$ cat src/hw/rtl/srsp_pkg.sv
// Shared types and constants for the sensor reply sample parser.
// Holds beat structs, opcode and status codes, and the ring and queue sizes.
// No dependencies.
`default_nettype none

package srsp_pkg;

  // Sample ring geometry
  localparam int RING_DEPTH = 16;
  localparam int RING_AW    = (RING_DEPTH > 1) ? $clog2(RING_DEPTH) : 1;
  localparam int RING_CW    = $clog2(RING_DEPTH + 1);

  // Output queue geometry (three slots let the input run at full rate while the output takes beats)
  localparam int OQ_DEPTH = 3;
  localparam int OQ_AW    = 2;

  // Reply characters
  localparam logic [7:0] CHAR_PLUS = 8'h2B;
  localparam logic [7:0] CHAR_DOT  = 8'h2E;
  localparam logic [7:0] CHAR_ZERO = 8'h30;
  localparam logic [7:0] CHAR_NINE = 8'h39;

  // Sample sequence advance per push
  localparam logic [31:0] SEQ_STEP = 32'd2;

  typedef enum logic [1:0] {
    OP_CHAR     = 2'd0,
    OP_LINE_END = 2'd1,
    OP_TIMEOUT  = 2'd2,
    OP_READ     = 2'd3
  } opcode_e;

  typedef enum logic [1:0] {
    PST_NONE    = 2'd0,
    PST_OK      = 2'd1,
    PST_FRAMING = 2'd2
  } pstat_e;

  typedef struct packed {
    opcode_e     opcode;
    logic [7:0]  char_code;
    logic        measure_ok;
    logic [3:0]  read_index;
  } in_beat_t;

  typedef struct packed {
    logic        cycle_status;
    pstat_e      parse_status;
    logic [31:0] direction;
    logic [31:0] strength_x100;
    logic [4:0]  sample_count;
    logic [31:0] sample_sequence;
    logic [31:0] cycle_sequence;
  } out_beat_t;

  // Parser verdict as seen at the end of a reply line
  typedef struct packed {
    logic        parse_ok;
    logic [31:0] direction;
    logic [31:0] strength_x100;
  } parse_res_t;

endpackage

`default_nettype wire

$ cat src/hw/rtl/srsp_parse.sv
// Character-level reply parser: field splitting and decimal accumulation.
// Presents the sample that a line end would produce; depends on srsp_pkg.
`default_nettype none

module srsp_parse import srsp_pkg::*; (
  input  wire logic       clk_i,
  input  wire logic       rst_ni,
  input  wire logic       char_en_i,
  input  wire logic [7:0] char_code_i,
  input  wire logic       clear_i,
  output parse_res_t      res_o
);

  localparam logic [1:0] FIELD_SKIP = 2'd0;
  localparam logic [1:0] FIELD_DIR  = 2'd1;
  localparam logic [1:0] FIELD_STR  = 2'd2;

  logic [1:0]  field_num_q, field_num_d;
  logic        field_empty_q, field_empty_d;
  logic [31:0] dir_acc_q, dir_acc_d;
  logic [31:0] whole_q, whole_d;
  logic [6:0]  frac_q, frac_d;
  logic [1:0]  frac_dig_q, frac_dig_d;
  logic        dot_q, dot_d;
  logic        dir_vld_q, dir_vld_d;
  logic        str_vld_q, str_vld_d;
  logic        bad_q, bad_d;
  logic        done_q, done_d;

  logic        num_char;
  logic [3:0]  dval;
  logic        good;
  logic        closing;
  logic        dir_ok;
  logic        str_ok;
  logic [10:0] frac_scaled;

  // Digits 0x30..0x39 carry their value in the low nibble
  assign num_char = (char_code_i >= CHAR_ZERO) && (char_code_i <= CHAR_NINE);
  assign dval     = char_code_i[3:0];
  assign good     = !field_empty_q && !bad_q;

  // Advance parser state on a character, clear it on clear_i (a line end or timeout)
  always_comb begin
    field_num_d   = field_num_q;
    field_empty_d = field_empty_q;
    dir_acc_d     = dir_acc_q;
    whole_d       = whole_q;
    frac_d        = frac_q;
    frac_dig_d    = frac_dig_q;
    dot_d         = dot_q;
    dir_vld_d     = dir_vld_q;
    str_vld_d     = str_vld_q;
    bad_d         = bad_q;
    done_d        = done_q;
    if (clear_i) begin
      field_num_d   = FIELD_SKIP;
      field_empty_d = 1'b1;
      dir_acc_d     = '0;
      whole_d       = '0;
      frac_d        = '0;
      frac_dig_d    = '0;
      dot_d         = 1'b0;
      dir_vld_d     = 1'b0;
      str_vld_d     = 1'b0;
      bad_d         = 1'b0;
      done_d        = 1'b0;
    end else if (char_en_i && !done_q) begin
      if (char_code_i == CHAR_PLUS) begin
        // Close the current field and open the next one, or finish the line after the strength field
        if (field_num_q == FIELD_DIR) begin
          dir_vld_d   = good;
          field_num_d = FIELD_STR;
        end else if (field_num_q == FIELD_STR) begin
          str_vld_d = good;
          done_d    = 1'b1;
        end else begin
          field_num_d = FIELD_DIR;
        end
        field_empty_d = 1'b1;
        bad_d         = 1'b0;
      end else begin
        field_empty_d = 1'b0;
        if (field_num_q == FIELD_DIR) begin
          if (num_char) begin
            dir_acc_d = 32'(dir_acc_q * 32'd10) + {28'd0, dval};
          end else begin
            bad_d = 1'b1;
          end
        end else if (field_num_q == FIELD_STR) begin
          if (char_code_i == CHAR_DOT) begin
            if (dot_q) begin
              bad_d = 1'b1;
            end
            dot_d = 1'b1;
          end else if (!num_char) begin
            bad_d = 1'b1;
          end else if (!dot_q) begin
            whole_d = 32'(whole_q * 32'd10) + {28'd0, dval};
          end else if (frac_dig_q < 2'd2) begin
            frac_d     = 7'(11'(frac_q) * 11'd10 + {7'd0, dval});
            frac_dig_d = frac_dig_q + 2'd1;
          end
        end
      end
    end
  end

  // Hold parser registers
  always_ff @(posedge clk_i or negedge rst_ni) begin
    if (!rst_ni) begin
      field_num_q   <= FIELD_SKIP;
      field_empty_q <= 1'b1;
      dir_acc_q     <= '0;
      whole_q       <= '0;
      frac_q        <= '0;
      frac_dig_q    <= '0;
      dot_q         <= 1'b0;
      dir_vld_q     <= 1'b0;
      str_vld_q     <= 1'b0;
      bad_q         <= 1'b0;
      done_q        <= 1'b0;
    end else begin
      field_num_q   <= field_num_d;
      field_empty_q <= field_empty_d;
      dir_acc_q     <= dir_acc_d;
      whole_q       <= whole_d;
      frac_q        <= frac_d;
      frac_dig_q    <= frac_dig_d;
      dot_q         <= dot_d;
      dir_vld_q     <= dir_vld_d;
      str_vld_q     <= str_vld_d;
      bad_q         <= bad_d;
      done_q        <= done_d;
    end
  end

  // Line end closes an open field before the verdict is taken
  assign closing = !done_q && (field_num_q != FIELD_SKIP);
  assign dir_ok  = (closing && field_num_q == FIELD_DIR) ? good : dir_vld_q;
  assign str_ok  = (closing && field_num_q == FIELD_STR) ? good : str_vld_q;

  // Single fraction digit counts tenths
  assign frac_scaled = (frac_dig_q == 2'd1) ? 11'(11'(frac_q) * 11'd10) : {4'd0, frac_q};

  assign res_o.parse_ok      = dir_ok && str_ok;
  assign res_o.direction     = dir_acc_q;
  assign res_o.strength_x100 = 32'(whole_q * 32'd100) + {21'd0, frac_scaled};

endmodule

`default_nettype wire

$ cat src/hw/rtl/sdi_response_sample_parser.sv
// Top level of the sensor reply sample parser: sample ring memory, counters,
// read pipeline and output queue. Depends on srsp_pkg and srsp_parse.
//
// Usage:
//   Input beats carry an opcode. Character beats feed one reply character
//   each and produce no output. A line-end or timeout beat pushes one sample
//   into the 16-entry ring and returns one output beat with status, sample
//   and counters. A read beat returns one output beat with the ring entry.
//   Input beats are taken one per clock while in_stall_o is low; a result
//   passes through the read stage (ring read) and then the output queue,
//   so the sustained rate is one beat per cycle while the output takes beats.
//   in_stall_o comes from registers only: it rises when the three-slot output
//   queue plus the read stage hold three result beats. While out_stall_i is
//   high, input beats keep flowing until three results wait, then the input
//   stalls until the output takes a beat.
//   Reset clears the parser, counters and ring valid bits; ring entries never
//   written read as zero. No clearing pass is needed, so the block accepts
//   beats in the first cycle after reset.
`default_nettype none

module sdi_response_sample_parser import srsp_pkg::*; (
  input  wire logic      clk_i,
  input  wire logic      rst_ni,
  input  wire logic      in_valid_i,
  output logic           in_stall_o,
  input  wire in_beat_t  in_data_i,
  output logic           out_valid_o,
  input  wire logic      out_stall_i,
  output out_beat_t      out_data_o
);

  logic               in_acc;
  logic               is_char;
  logic               is_end;
  logic               is_line;
  logic               is_read;
  parse_res_t         pres;

  logic [RING_AW-1:0] ring_head_q, ring_head_d;
  logic [RING_CW-1:0] ring_cnt_q, ring_cnt_d;
  logic [31:0]        push_seq_q, push_seq_d;
  logic [31:0]        poll_seq_q, poll_seq_d;
  logic [RING_DEPTH-1:0] ring_vld_q;

  logic [63:0]        ring_mem [RING_DEPTH];
  logic [63:0]        rd_word_q;
  logic               rd_ok_q;
  logic [RING_AW-1:0] rd_addr;
  logic               rd_in_range;

  logic [31:0]        push_dir;
  logic [31:0]        push_str;
  out_beat_t          s1_beat_d, s1_beat_q;
  logic               s1_valid_q;
  logic               s1_read_q;
  out_beat_t          s1_res;

  out_beat_t          oq_mem [OQ_DEPTH];
  logic [OQ_AW-1:0]   oq_head_q;
  logic [OQ_AW-1:0]   oq_tail_q;
  logic [OQ_AW-1:0]   oq_cnt_q;
  logic               oq_pop;

  // Decode the accepted beat
  assign in_acc  = in_valid_i && !in_stall_o;
  assign is_char = in_data_i.opcode == OP_CHAR;
  assign is_line = in_data_i.opcode == OP_LINE_END;
  assign is_end  = (in_data_i.opcode == OP_LINE_END) || (in_data_i.opcode == OP_TIMEOUT);
  assign is_read = in_data_i.opcode == OP_READ;

  srsp_parse u_parse (
    .clk_i       (clk_i),
    .rst_ni      (rst_ni),
    .char_en_i   (in_acc && is_char),
    .char_code_i (in_data_i.char_code),
    .clear_i     (in_acc && is_end),
    .res_o       (pres)
  );

  // Sample to push: parsed pair on a clean line, zeros otherwise
  assign push_dir = (is_line && pres.parse_ok) ? pres.direction     : '0;
  assign push_str = (is_line && pres.parse_ok) ? pres.strength_x100 : '0;

  // Advance ring pointer and counters on a push
  always_comb begin
    ring_head_d = ring_head_q;
    ring_cnt_d  = ring_cnt_q;
    push_seq_d  = push_seq_q;
    poll_seq_d  = poll_seq_q;
    if (in_acc && is_end) begin
      ring_head_d = (32'(ring_head_q) == RING_DEPTH - 1) ? '0 : ring_head_q + 1'b1;
      if (32'(ring_cnt_q) < RING_DEPTH) begin
        ring_cnt_d = ring_cnt_q + 1'b1;
      end
      push_seq_d = push_seq_q + SEQ_STEP;
      poll_seq_d = poll_seq_q + 32'd1;
    end
  end

  always_ff @(posedge clk_i or negedge rst_ni) begin
    if (!rst_ni) begin
      ring_head_q <= '0;
      ring_cnt_q  <= '0;
      push_seq_q  <= '0;
      poll_seq_q  <= '0;
      ring_vld_q  <= '0;
    end else begin
      ring_head_q <= ring_head_d;
      ring_cnt_q  <= ring_cnt_d;
      push_seq_q  <= push_seq_d;
      poll_seq_q  <= poll_seq_d;
      if (in_acc && is_end) begin
        ring_vld_q[ring_head_q] <= 1'b1;
      end
    end
  end

  // Ring memory: write on push, registered read on a read beat
  assign rd_in_range = 32'(in_data_i.read_index) < RING_DEPTH;
  assign rd_addr     = RING_AW'(in_data_i.read_index);

  always_ff @(posedge clk_i) begin
    if (in_acc && is_end) begin
      ring_mem[ring_head_q] <= {push_dir, push_str};
    end
    if (in_acc && is_read) begin
      rd_word_q <= ring_mem[rd_addr];
      rd_ok_q   <= rd_in_range && ring_vld_q[rd_addr];
    end
  end

  // Build the result beat; on a read the registered ring data joins it in the read stage
  always_comb begin
    s1_beat_d.cycle_status    = 1'b0;
    s1_beat_d.parse_status    = PST_NONE;
    s1_beat_d.direction       = '0;
    s1_beat_d.strength_x100   = '0;
    s1_beat_d.sample_count    = 5'(ring_cnt_d);
    s1_beat_d.sample_sequence = push_seq_d;
    s1_beat_d.cycle_sequence  = poll_seq_d;
    if (is_end) begin
      s1_beat_d.direction     = push_dir;
      s1_beat_d.strength_x100 = push_str;
      if (is_line) begin
        s1_beat_d.cycle_status = !in_data_i.measure_ok;
        s1_beat_d.parse_status = pres.parse_ok ? PST_OK : PST_FRAMING;
      end else begin
        s1_beat_d.cycle_status = 1'b1;
      end
    end
  end

  always_ff @(posedge clk_i or negedge rst_ni) begin
    if (!rst_ni) begin
      s1_valid_q <= 1'b0;
      s1_read_q  <= 1'b0;
    end else begin
      s1_valid_q <= in_acc && !is_char;
      s1_read_q  <= in_acc && is_read;
    end
  end

  always_ff @(posedge clk_i) begin
    if (in_acc) begin
      s1_beat_q <= s1_beat_d;
    end
  end

  always_comb begin
    s1_res = s1_beat_q;
    if (s1_read_q) begin
      s1_res.direction     = rd_ok_q ? rd_word_q[63:32] : '0;
      s1_res.strength_x100 = rd_ok_q ? rd_word_q[31:0]  : '0;
    end
  end

  // Output queue: push every finished beat, pop on an unstalled output
  assign oq_pop      = out_valid_o && !out_stall_i;
  assign out_valid_o = oq_cnt_q != '0;
  assign out_data_o  = oq_mem[oq_head_q];
  assign in_stall_o  = ({1'b0, oq_cnt_q} + {{OQ_AW{1'b0}}, s1_valid_q}) >= (OQ_AW + 1)'(OQ_DEPTH);

  always_ff @(posedge clk_i) begin
    if (s1_valid_q) begin
      oq_mem[oq_tail_q] <= s1_res;
    end
  end

  always_ff @(posedge clk_i or negedge rst_ni) begin
    if (!rst_ni) begin
      oq_head_q <= '0;
      oq_tail_q <= '0;
      oq_cnt_q  <= '0;
    end else begin
      if (s1_valid_q) begin
        oq_tail_q <= (32'(oq_tail_q) == OQ_DEPTH - 1) ? '0 : oq_tail_q + 1'b1;
      end
      if (oq_pop) begin
        oq_head_q <= (32'(oq_head_q) == OQ_DEPTH - 1) ? '0 : oq_head_q + 1'b1;
      end
      oq_cnt_q <= oq_cnt_q + OQ_AW'(s1_valid_q) - OQ_AW'(oq_pop);
    end
  end

  // Queue plus read stage never exceed the queue slots
  assert property (@(posedge clk_i) disable iff (!rst_ni)
    ({1'b0, oq_cnt_q} + {{OQ_AW{1'b0}}, s1_valid_q}) <= (OQ_AW + 1)'(OQ_DEPTH))
    else $error("output queue overflow");

  // Valid ring entries never exceed the ring depth
  assert property (@(posedge clk_i) disable iff (!rst_ni)
    32'(ring_cnt_q) <= RING_DEPTH)
    else $error("ring count beyond depth");

  // Each push advances the sample sequence by its step
  assert property (@(posedge clk_i) disable iff (!rst_ni)
    (in_acc && is_end) |=> (push_seq_q == $past(push_seq_q) + SEQ_STEP))
    else $error("sample sequence step wrong");

  // A read beat lands in the read stage on the next cycle
  assert property (@(posedge clk_i) disable iff (!rst_ni)
    (in_acc && is_read) |=> (s1_valid_q && s1_read_q))
    else $error("read beat lost");

endmodule

`default_nettype wire
$ cat config.mk
export PLATFORM = sky130hd
export DESIGN_NAME = sdi_response_sample_parser
export DESIGN_NICKNAME = d
export VERILOG_FILES = /design/src/hw/rtl/srsp_pkg.sv /design/src/hw/rtl/srsp_parse.sv /design/src/hw/rtl/sdi_response_sample_parser.sv
export SDC_FILE = /design/constraint.sdc
export NUM_CORES = 2
export LEC_CHECK = 0
export BUFFER_PORTS_ARGS = -buffer_cell sky130_fd_sc_hd__buf_2
export CELL_PAD_IN_SITES_DETAIL_PLACEMENT = 1
export CELL_PAD_IN_SITES_GLOBAL_PLACEMENT = 1
export CORE_AREA = 8 8 389 391
export DETAILED_ROUTE_END_ITERATION = 8
export DIE_AREA = 0 0 397 399
export PLACE_DENSITY_LB_ADDON = 0.1
export SLEW_MARGIN = 20
export SYNTH_ARGS = -nofsm -noshare
export SYNTH_HDL_FRONTEND = slang
export SYNTH_SLANG_ARGS = --single-unit
$ cat constraint.sdc
create_clock -name clk_i -period 15.1 [get_ports clk_i]
set_clock_uncertainty 0.05 [all_clocks]
set_input_delay 1.51 -clock clk_i [delete_from_list [all_inputs] [get_ports clk_i]]
set_output_delay 1.51 -clock clk_i [all_outputs]
set_load 0.05 [all_outputs]
## Word-level counts from Yosys, hierarchy flattened

Memories as Yosys holds them, arrays and structs flattened. A register that Yosys moved wholly into a read port is not among the register bits.
Index checks and enable logic that the tools add are counted.

| storage, ports and cells | value |
|---|---|
| logic and storage cells | 211 |
| memory bits (writable) | 1,432 |
| bits of input ports | 19 |
| memories kept | 2 |
| output and inout port bits | 138 |
| register bits | 315 |

| cells by class | value |
|---|---|
| $add $sub $neg | 14 |
| bitwise operators | 1 |
| equality and inequality tests | 17 |
| reduce and logical (&&, ||, !) cells | 44 |
| multipliers | 4 |
| multiplexer cells | 92 |
| magnitude comparators | 8 |

Memory list:

| name | words | width | rd ports | clocked after memory_dff | wr ports | RTL line | text |
|---|---|---|---|---|---|---|---|
| ring_mem | 16 | 64 | 1 | 1 | 1 | sdi_response_sample_parser.sv:45 | `logic [63:0] ring_mem [RING_DEPTH];` |
| oq_mem | 3 | 136 | 1 | 0 | 1 | sdi_response_sample_parser.sv:58 | `out_beat_t oq_mem [OQ_DEPTH];` |

Operator list:

| kind | count |
|---|---|
| 32-bit two-way mux | 19 |
| 32-bit by 4-bit adder with 32-bit output | 2 |
| 32-bit by 3-bit multiplier with 31-bit output, second input constant | 2 |
| 64-bit two-way mux | 1 |
| 7-bit two-way mux | 9 |
| 1-bit two-way mux | 40 |
| 2-bit two-way mux | 17 |
| 32-bit by 1-bit adder with 32-bit output, second input constant | 1 |
| 32-bit by 11-bit adder with 32-bit output | 1 |
| 32-bit by 2-bit adder with 32-bit output, second input constant | 1 |
| 32-bit by 5-bit multiplier with 30-bit output, second input constant | 1 |
| 2-bit nonzero test | 10 |
| 8-bit by 6-bit == test with 1-bit output, second input constant | 2 |
| 16-bit bitwise OR | 1 |
| 1-bit logical AND | 15 |
| 11-bit two-way mux | 1 |
| 2-bit == test, second input constant | 5 |
| 4-bit by 5-bit < comparator with 1-bit output, second input constant | 2 |
| 7-bit by 3-bit multiplier with 10-bit output, second input constant | 1 |
| 5-bit two-way mux | 2 |
| 3-bit AND reduction | 3 |
| 8-bit by 6-bit greater-or-equal comparator with 1-bit output, second input constant | 1 |
| 8-bit by 6-bit <= comparator with 1-bit output, second input constant | 1 |
| 2-bit by 1-bit inequality test with 1-bit output, second input constant | 4 |
| other kinds (27) | 38 |

## Longest topological paths before layout

| logic depth | value |
|---|---|
| depth in word-level cells | 11 |
| depth in mapped cells | 19 |
| mapped depth without buffers | 19 |

## Modules after synthesis

From an unflattened synthesis, not the netlist that was laid out.

| unflattened totals | value |
|---|---|
| cell total of the unflattened synthesis | 4,914 |
| area, all modules | 77,928.5 sq um |

Modules (own cells, without submodules):

| module | times used | seq. area each (sq um) | area an instance (sq um) | cells an instance |
|---|---|---|---|---|
| sdi_response_sample_parser | 1 | 51,319.2 | 65,442.8 | 3,399 |
| srsp_parse | 1 | 1,978.1 | 12,485.7 | 1,515 |

## Worst setup path before layout

No wires, ideal clock.

| timing path | value |
|---|---|
| path kind | register to register |
| start | reg s1_valid_q |
| end | mem oq_mem[2][0] (netlist bit) (enable) |
| arrival | 10.203 ns |
| cell stages (with the launch flop) | 3 |
| setup time | 0.822 ns |
| slack | 4.026 ns |
| path buffers | 0 |
| period minus slack after synthesis | 11.074 ns |
| cells stage by stage | dfrtp_1 inv_1 nor3b_1 |

| on the way | value |
|---|---|
| longest elaborated chain between the ends | 2 |

Ends and longest elaborated chain:

| element | RTL line | text |
|---|---|---|
| from (decl) | sdi_response_sample_parser.sv:54 | `logic s1_valid_q;` |
| from (signal assigned) | sdi_response_sample_parser.sv:158 | `s1_valid_q <= in_acc && !is_char;` |
| 1-bit two-way mux | sdi_response_sample_parser.sv:184 | `if (s1_valid_q) begin` |
| 1-bit two-way mux (implied by the code) | sdi_response_sample_parser.sv:185 | `oq_mem[oq_tail_q] <= s1_res;` |
| to (decl) | sdi_response_sample_parser.sv:58 |  |

No other way between the ends.

==> results_dict.tcl <==
set metrics [dict create \
    cp.required_ns 13.54 \
    wl_per_cell_um 26.9 \
    status "finished clean" \
    yosysUniqueCellTypes 101 \
    hold_start "s1_beat_q[38]" \
    layout.nets 5219 \
    final_max_slew_viol_count 0 \
    grt.overflow.total 0 \
    grt_pass1_vias 45000 \
    num_vias 42200 \
    hold_path.class "reg2reg" \
    leakagePower_nw 31.6 \
    r2r-end "ring_mem[10][30]" \
    grt_max_degree 147 \
    critPathMaxFanout 41 \
    switchingPower_mw 5.43 \
    synth_area_per_cell_um2 16.4 \
    synth_top_area_share_pct 63.0 \
    ctsResizeCount 0 \
    rsz0062_at_grt "false" \
    regArea_um2 53300 \
    finalWeightedCongestion 0.802 \
    syn-cell-area_um2 77600 \
    first_pass_iters 6 \
    fillers 13000 \
    rrSetupSlack_ns 9.58 \
    rows 140 \
    clock_power_share_pct 29.2 \
    yosysWarnings 0 \
    synth-main-ff-cell "edfxtp_1" \
    die_area_um2 158000 \
    crit_path_end "out_data_o[127]" \
    slew_headroom_pct 10.7 \
    syn_nets 5022 \
    p_int_mw 10.2 \
    cts_tree "yes" \
    fmax_ghz 0.173 \
    cts_setup_buffers 0 \
    max_cap_violations 0 \
    hold_viol 0 \
    cts_num_sinks 1804 \
    core_um2 145000 \
    numPortBuffers 155 \
    syn2layout_area_growth_pct 11.9 \
    seq_power_share_pct 42.2 \
    drc 0 \
    crit_path_frequent_cell "buf_4" \
    worstSetupStartpointType "flip-flop" \
    synth_most_common_cell "edfxtp_1" \
    setup_viol 0 \
    fp.dieH_um 399 \
    ant_nets 0 \
    wl_um 189000 \
    fin_util_pct 60.0 \
    min_period_over_period_pct 38.2 \
    vdd_drop_max_mv 0.136 \
    yosys-top-cells-count "1,629 x edfxtp_1, 389 x nand2_1, 325 x mux4_2, 295 x o21ai_0, 245 x inv_1" \
    async_flop_share_pct 9.70 \
    switching_share_pct 34.7 \
    cts-htree-levels 4 \
    worstMarginPinSlew_ns 1.34 \
    drt_iter0_drc 3357 \
    yosys.area.top_type "edfxtp_1" \
    r2r_cells 15 \
    comb_power_share_pct 28.6 \
    worstPathCellList "buf_4, buf_4, mux2i_1, o21ai_0, buf_2" \
    ios 157 \
    cts_buffers 182 \
    postSynthCellCount 4741 \
    ys_top_cells_by_area "edfxtp_1 63%, mux4_2 9.4%, dfrtp_1 5.6%" \
    yosysSeqAreaShare_pct 68.7 \
    post_drt_via_cell_ratio 6.02 \
    start_util_pct 53.6 \
    multiInputGateArea_um2 22800 \
    hpwl_um 113000 \
    drive_gt1_share_pct 17.8 \
    critPathArrivalTime_ns 4.21 \
    dpl-instance-area_um2 80700 \
    worstSetupStartpoint "oq_head_q[0]" \
    endpoint_kind "output port" \
    ctsRootBufferMaster "clkbuf_16" \
    synth_edf_count 1629 \
    power.density_nw_per_um2 180 \
    fin_tns_setup_ns 0 \
    grt_pass1_wl_um 283000 \
    path_class "reg2out" \
    clk_path_buf_depth 3 \
    slowest_stage "dfrtp_4" \
    period_needed_ns 5.77 \
    path_clk_slew_ns 0.07 \
    fin_area_um2 86900 \
    clkLatencyLatePin_ns 0.79 \
    r2r_start "u_parse.whole_q[6]" \
    critPathMaxStageDelay_ns 0.83 \
    fp.dieW_um 397 \
    synth-seq-cells 1804 \
    grt_usage_pct 23.7 \
    antenna_found_initial 12 \
    hold_buffers 0 \
    total_power_mw 15.7 \
]
## how the worst min path moves through the flow
stage,to,slack (ns),cells past startpoint
after floorplan,poll_seq_q[31],0.38,1
final,oq_mem[0][38],0.41,0
after CTS,oq_mem[0][38],0.42,0
after global routing,oq_mem[1][51],0.44,0
after detailed placement,ring_vld_q[2],0.40,1
after global placement,oq_mem[0][41],0.39,0
## per-layer routing
metal  up-vias  part of all wire [%]  global-route usage, %
met5         -                 0.055                      0
li1      18600                     -                      -
met1     22100                    42                   32.3
met3       268                   6.4                   4.64
met4        18                   1.9                   5.21
met2      1258                    49                   40.0
## cell type report
| class | instances | area share [%] |
|---|---|---|
| multi-input combinational | 2489 | 26.2 |
| sequential | 1804 | 61.4 |
| timing repair buffer | 216 | 1.55 |
| tap | 1917 | 2.76 |
| clock buffer | 251 | 5.82 |
| antenna | 3 | 0.00864 |
| clock inverter | 92 | 1.20 |
| inverter | 245 | 1.06 |
## placed cells by master, fill, tap and decap left out, types with 28 or more instances in the layout
master	synthesis	layout
edfxtp_1	1629	1629
nand2_1	389	389
mux4_2	325	325
o21ai_0	295	295
inv_1	245	244
ha_1	231	230
clkbuf_16	0	186
dfrtp_1	174	171
buf_2	18	150
mux2i_1	149	148
xnor2_1	136	136
nor2_1	132	125
a21oi_1	81	81
and2_1	78	77
xor2_1	71	71
nand3_1	64	64
and3_1	64	55
buf_4	1	55
clkbuf_1	145	49
nor3_1	49	43
a21o_1	39	39
nand4_1	32	32
fa_1	31	31
clkinv_1	0	28
## cell families (layout without fill, tap and decap cells)
logic type / after synthesis / in the layout / synth area share (%)
buffers and inverters: 448 / 804 / 2.20
AO/OA/AOI/OAI: 586 / 586 / 4.70
XOR/XNOR: 207 / 207 / 2.34
other: 1 / 4 / 0.00483
AND/OR/NAND/NOR: 953 / 953 / 6.14
flip-flops: 1804 / 1804 / 68.7
adder cells (fa/ha/maj): 262 / 262 / 4.52
multiplexers: 480 / 480 / 11.4
## worst max-delay path, delay by kind of cell, from the launching register on
family                 cells  cell delay, ns
DFF                        1            0.83
buffers and inverters      3            1.87
AOI/OAI and AO/OA          1            0.52
muxes                      1            0.16
## registers in the layout, indices dropped and copies added (netlist names), 2 cells and up
signal and flops:
push_seq_q 31, s1_beat_q 135, u_parse.frac_dig_q 2, u_parse.dir_acc_q 32
poll_seq_q 32, ring_head_q 4, ring_mem 1024, oq_mem 405
ring_vld_q 16, ring_cnt_q 5, oq_head_q 2, u_parse.field_num_q 2
u_parse.whole_q 30, rd_word_q 64, oq_cnt_q 2, u_parse.frac_q 7
oq_tail_q 2
## through the flow
| step | hold WS (ns) | setup slack (ns) | cells |
|---|---|---|---|
| 3_5_place_dp | 0.401 | 9.52 | 6671 |
| 2_1_floorplan | 0.382 | 4.03 | 4741 |
| 3_3_place_gp | 0.392 | 9.70 | 6671 |
| 5_1_grt | 0.435 | 9.06 | 7014 |
| 6_report | 0.415 | 9.33 | 7017 |
| 4_1_cts | 0.416 | 9.17 | 7014 |
## power by group through the flow
stage	clock (mW)	sequential [mW]	combinational (mW)
floorplan	0	6.59	3.19
global placement	0	6.66	4.42
detailed placement	0	6.71	4.51
CTS	4.65	6.61	4.54
global route	4.81	6.67	4.90
finish	4.57	6.61	4.48
No activity file was read; power rests on OpenSTA's default activity.
